File: src/hdl/tsrp_ram.sv
`timescale 1ns / 1ps
`default_nettype none
// ----------------------------------------------------------------------------
// tsrp_ram
// Generic single-port RAM with one access per cycle and a registered read.
// ----------------------------------------------------------------------------
module tsrp_ram #(
  parameter int WIDTH = 8,
  parameter int DEPTH = 16
) (
  input  wire logic                     clk_i,
  input  wire logic                     we_i,
  input  wire logic                     re_i,
  input  wire logic [$clog2(DEPTH)-1:0] addr_i,
  input  wire logic [WIDTH-1:0]         wdata_i,
  output logic      [WIDTH-1:0]         rdata_o
);

  logic [WIDTH-1:0] mem_q [DEPTH];
  logic [WIDTH-1:0] rdata_q;

  always_ff @(posedge clk_i) begin
    if (we_i) begin
      mem_q[addr_i] <= wdata_i;
    end
    if (re_i) begin
      rdata_q <= mem_q[addr_i];
    end
  end

  assign rdata_o = rdata_q;

endmodule
`default_nettype wire
File: config.mk
export PLATFORM = sky130hd
export DESIGN_NAME = tsrp_ram
export DESIGN_NICKNAME = d
export VERILOG_FILES = /design/src/hdl/tsrp_ram.sv
export SDC_FILE = /design/constraint.sdc
export NUM_CORES = 1
export LEC_CHECK = 0
export ABC_CLOCK_PERIOD_IN_PS = 2600
export BUFFER_PORTS_ARGS = -buffer_cell sky130_fd_sc_hd__buf_2
export CAP_MARGIN = 25
export CORE_AREA = 5 5 119 121
export DETAILED_ROUTE_END_ITERATION = 10
export DIE_AREA = 0 0 124 126
export GPL_ROUTABILITY_DRIVEN = 1
export PLACE_DENSITY = 0.55
export SETUP_SLACK_MARGIN = 0.3
export SLEW_MARGIN = 20
export SYNTH_ARGS = -nofsm -noshare
export SYNTH_HDL_FRONTEND = slang
export SYNTH_SLANG_ARGS = --single-unit
File: constraint.sdc
create_clock -name clk_i -period 2.6 [get_ports clk_i]
set_clock_uncertainty 0.15 [all_clocks]
set_input_delay 0.39 -clock clk_i [delete_from_list [all_inputs] [get_ports clk_i]]
set_output_delay 0.39 -clock clk_i [all_outputs]
set_load 0.01 [all_outputs]
==> flow_summary.toml <==
[power]
switchingPower_mw = 0.973
p_leak_nw = 2.00
power_density_nw_per_um2 = 789
swShare_pct = 20.1
p_clk_share_pct = 43.8
finalPower_mw = 4.84
power_frac_comb_pct = 4.8
p_int_mw = 3.86
ir_drop_uv = 482
seq_power_share_pct = 51.4

[logic_synthesis]
synth_seq_cells = 136
synthFlopType = "edfxtp_1"
synthMuxAreaShare_pct = 14.0
async_reset_ff_share_pct = 0
synthSimpleGateAreaFrac_pct = 3.16
synth_edf_count = 136
syn_nets = 245
synthTopCellsByCount = "edfxtp_1 (136), mux4_2 (32), a22oi_1 (16), nor2_1 (13), nand2_1 (9)"
synth_most_common_cell = "edfxtp_1"
netlist.area_leader.share_pct = 79.3
synth_cell_types = 17
yosysWarnings = 0
syn-cell-area_um2 = 5150
synth_cells = 230
synth_top_family_by_area = "multiplexers"
synth-compound-area-share_pct = 2.33
synth_fa_ha_area_share_pct = 0
synth_area_leaders = "edfxtp_1 (79%), mux4_2 (14%), a22oi_1 (2.3%)"
postSynthAreaPerCell_um2 = 22.4
yosysSeqAreaShare_pct = 79.3
synth_xor_area_share_pct = 0
yosysTopAreaCell = "edfxtp_1"

[setup_path]
required_ns = 2.60
crit_chain = "buf_2, buf_4, mux4_2, a22oi_1, nand2_1"
max_stage_delay_ns = 0.55
worstPathMaxFanout = 17
cp_data_arrival_time_ns = 1.65
critPathKind = "in2reg"
cp-start-kind = "input pin"
slowest_stage = "mux4_2"
worstSetupEndpointType = "register"

[sta]
grt_setup_unrepaired = "false"
setup_viol = 0
finalCritPeriodShare_pct = 63.5
slew_headroom_pct = 44.5
min_period_ns = 1.65
hold_violations = 0
fmax_mhz = 605
slew_violations = 0
max_slew.worst_pin.slew_ns = 0.831
layout_setup_ws_ns = 0.948
tns_ns = 0

[global_route]
grt_first_pass_wirelength_um = 15800
grt_max_degree = 23
grt_pass1_vias = 2600
grt_overflow_total = 0
grt_usage_pct = 14.4
antenna_found_initial = 0

[final_layout]
n_fill_cell = 1119
multi_input_area_um2 = 1000
seqCellArea_um2 = 4080
finalNetCount = 297
area_growth_pct = 19.1
diodes = 0
drive_gt1_share_pct = 34.4
final_area_um2 = 6130

[detailed_routing]
routed_wl_um = 10300
wl_per_cell_um = 21.8
drc = 0
viasPerCell = 5.08
vias = 2387
antenna_left = 0
drt_iter0_drc = 216
drtPass1Iterations = 4

[clock_tree]
clock_sinks = 136
cts-root-buf = "clkbuf_16"
cts-buffers-inserted = 17
cts_setup_buffers = 0
h-tree-depth = 4
postCtsHoldBufs = 0
path_clk_slew_ns = 0.05
clock_latency_ns = 0.41
clockBufferDepth = 2
ctsResizeCount = 0
cts_tree = "yes"

[place]
portBuffers = 22
dp_slack_ns = 0.508
dp_hpwl_um = 6660
gp_congestion = 0.768
dpl-instance-area_um2 = 5610

[die]
io_pins = 23
start_util_pct = 39.7
core-area_um2 = 13000
row_count = 42
die-area_um2 = 15600
die_width_um = 124
die_h_um = 126

[flow_run]
drv_cap = 0

[min_path]
min_path_type = "in2reg"

[outcome]
status = "complete, no violations"
[cells by family (layout without fill, tap and decap cells)]
logic type	after synthesis	in the layout
AOI/OAI and AO/OA	16	16
DFF	136	136
muxes	32	32
and+or+nand+nor	35	35
buffers and inverters	11	75
[registers in the layout (all words and copies together), names as in the netlist]
name / count
mem_q: 128
rdata_o: 8
[power groups by stage]
stage          combinational (mW)  sequential [mW]  clock [mW]
2_1_floorplan               0.127             2.53           0
3_3_place_gp                0.237             2.53           0
3_5_place_dp                0.239             2.53           0
4_1_cts                     0.239             2.49        2.17
5_1_grt                     0.253             2.49        2.27
6_report                    0.232             2.49        2.12
[through the flow]
stage	hold WS (ns)	instances	utilization (%)
after global placement	0.587	439	43.2
after detailed placement	0.598	439	43.2
final	0.197	470	47.2
after CTS	0.182	470	47.2
after global routing	0.181	470	47.2
after floorplan	0.339	230	-
[worst max-delay path, delay by kind of cell]
| kind | cells | cell delay (ns) |
|---|---|---|
| multiplexers | 1 | 0.55 |
| buffers and inverters | 2 | 0.38 |
| AND/OR/NAND/NOR | 1 | 0.08 |
| AO/OA/AOI/OAI | 1 | 0.24 |
[layout by cell type (no fill, tap or decap)]
master	synthesis	layout
nand2b_1	2	2
clkinv_1	0	3
and2_1	1	1
nor2b_1	2	2
edfxtp_1	136	136
clkinv_2	0	2
nor2_1	13	13
buf_12	0	2
nor3_1	4	4
clkbuf_1	2	4
buf_4	0	20
or3b_2	1	1
clkbuf_16	0	17
clkinvlp_4	0	4
bufinv_16	0	1
mux4_2	32	32
buf_2	2	22
nand2_1	9	9
nand3_1	1	1
nand3b_1	2	2
a22oi_1	16	16
[worst paths after layout]
path	from	to	slack (ns)	cells after the start
worst max-delay path	addr_i[0]	rdata_o[4]$_DFFE_PP_	0.95	5
worst min-delay path	re_i	rdata_o[3]$_DFFE_PP_	0.20	1
worst min register to register	mem_q[15][3]$_DFFE_PP_	rdata_o[3]$_DFFE_PP_	0.61	3
worst max register to register	mem_q[3][4]$_DFFE_PP_	rdata_o[4]$_DFFE_PP_	0.99	3
[layout make-up]
type / count / area share [%]
Sequential cell: 136 / 66.6
Timing Repair Buffer: 44 / 4.90
Tap cell: 176 / 3.59
Clock buffer: 21 / 7.19
Multi-Input combinational cell: 83 / 16.4
Clock inverter: 10 / 1.33
[metal layers]
layer / part of all wire (%) / vias up / wire length [um] / GRT usage, %
li1: - / 1074 / - / -
met1: 46 / 1256 / 4680 / 20.5
met2: 49 / 50 / 5050 / 21.4
met3: 4.1 / 7 / 417 / 4.04
met4: 1.0 / 0 / 106 / 4.83
met5: 0 / - / 0 / 0
No activity file was read; power rests on OpenSTA's default activity.
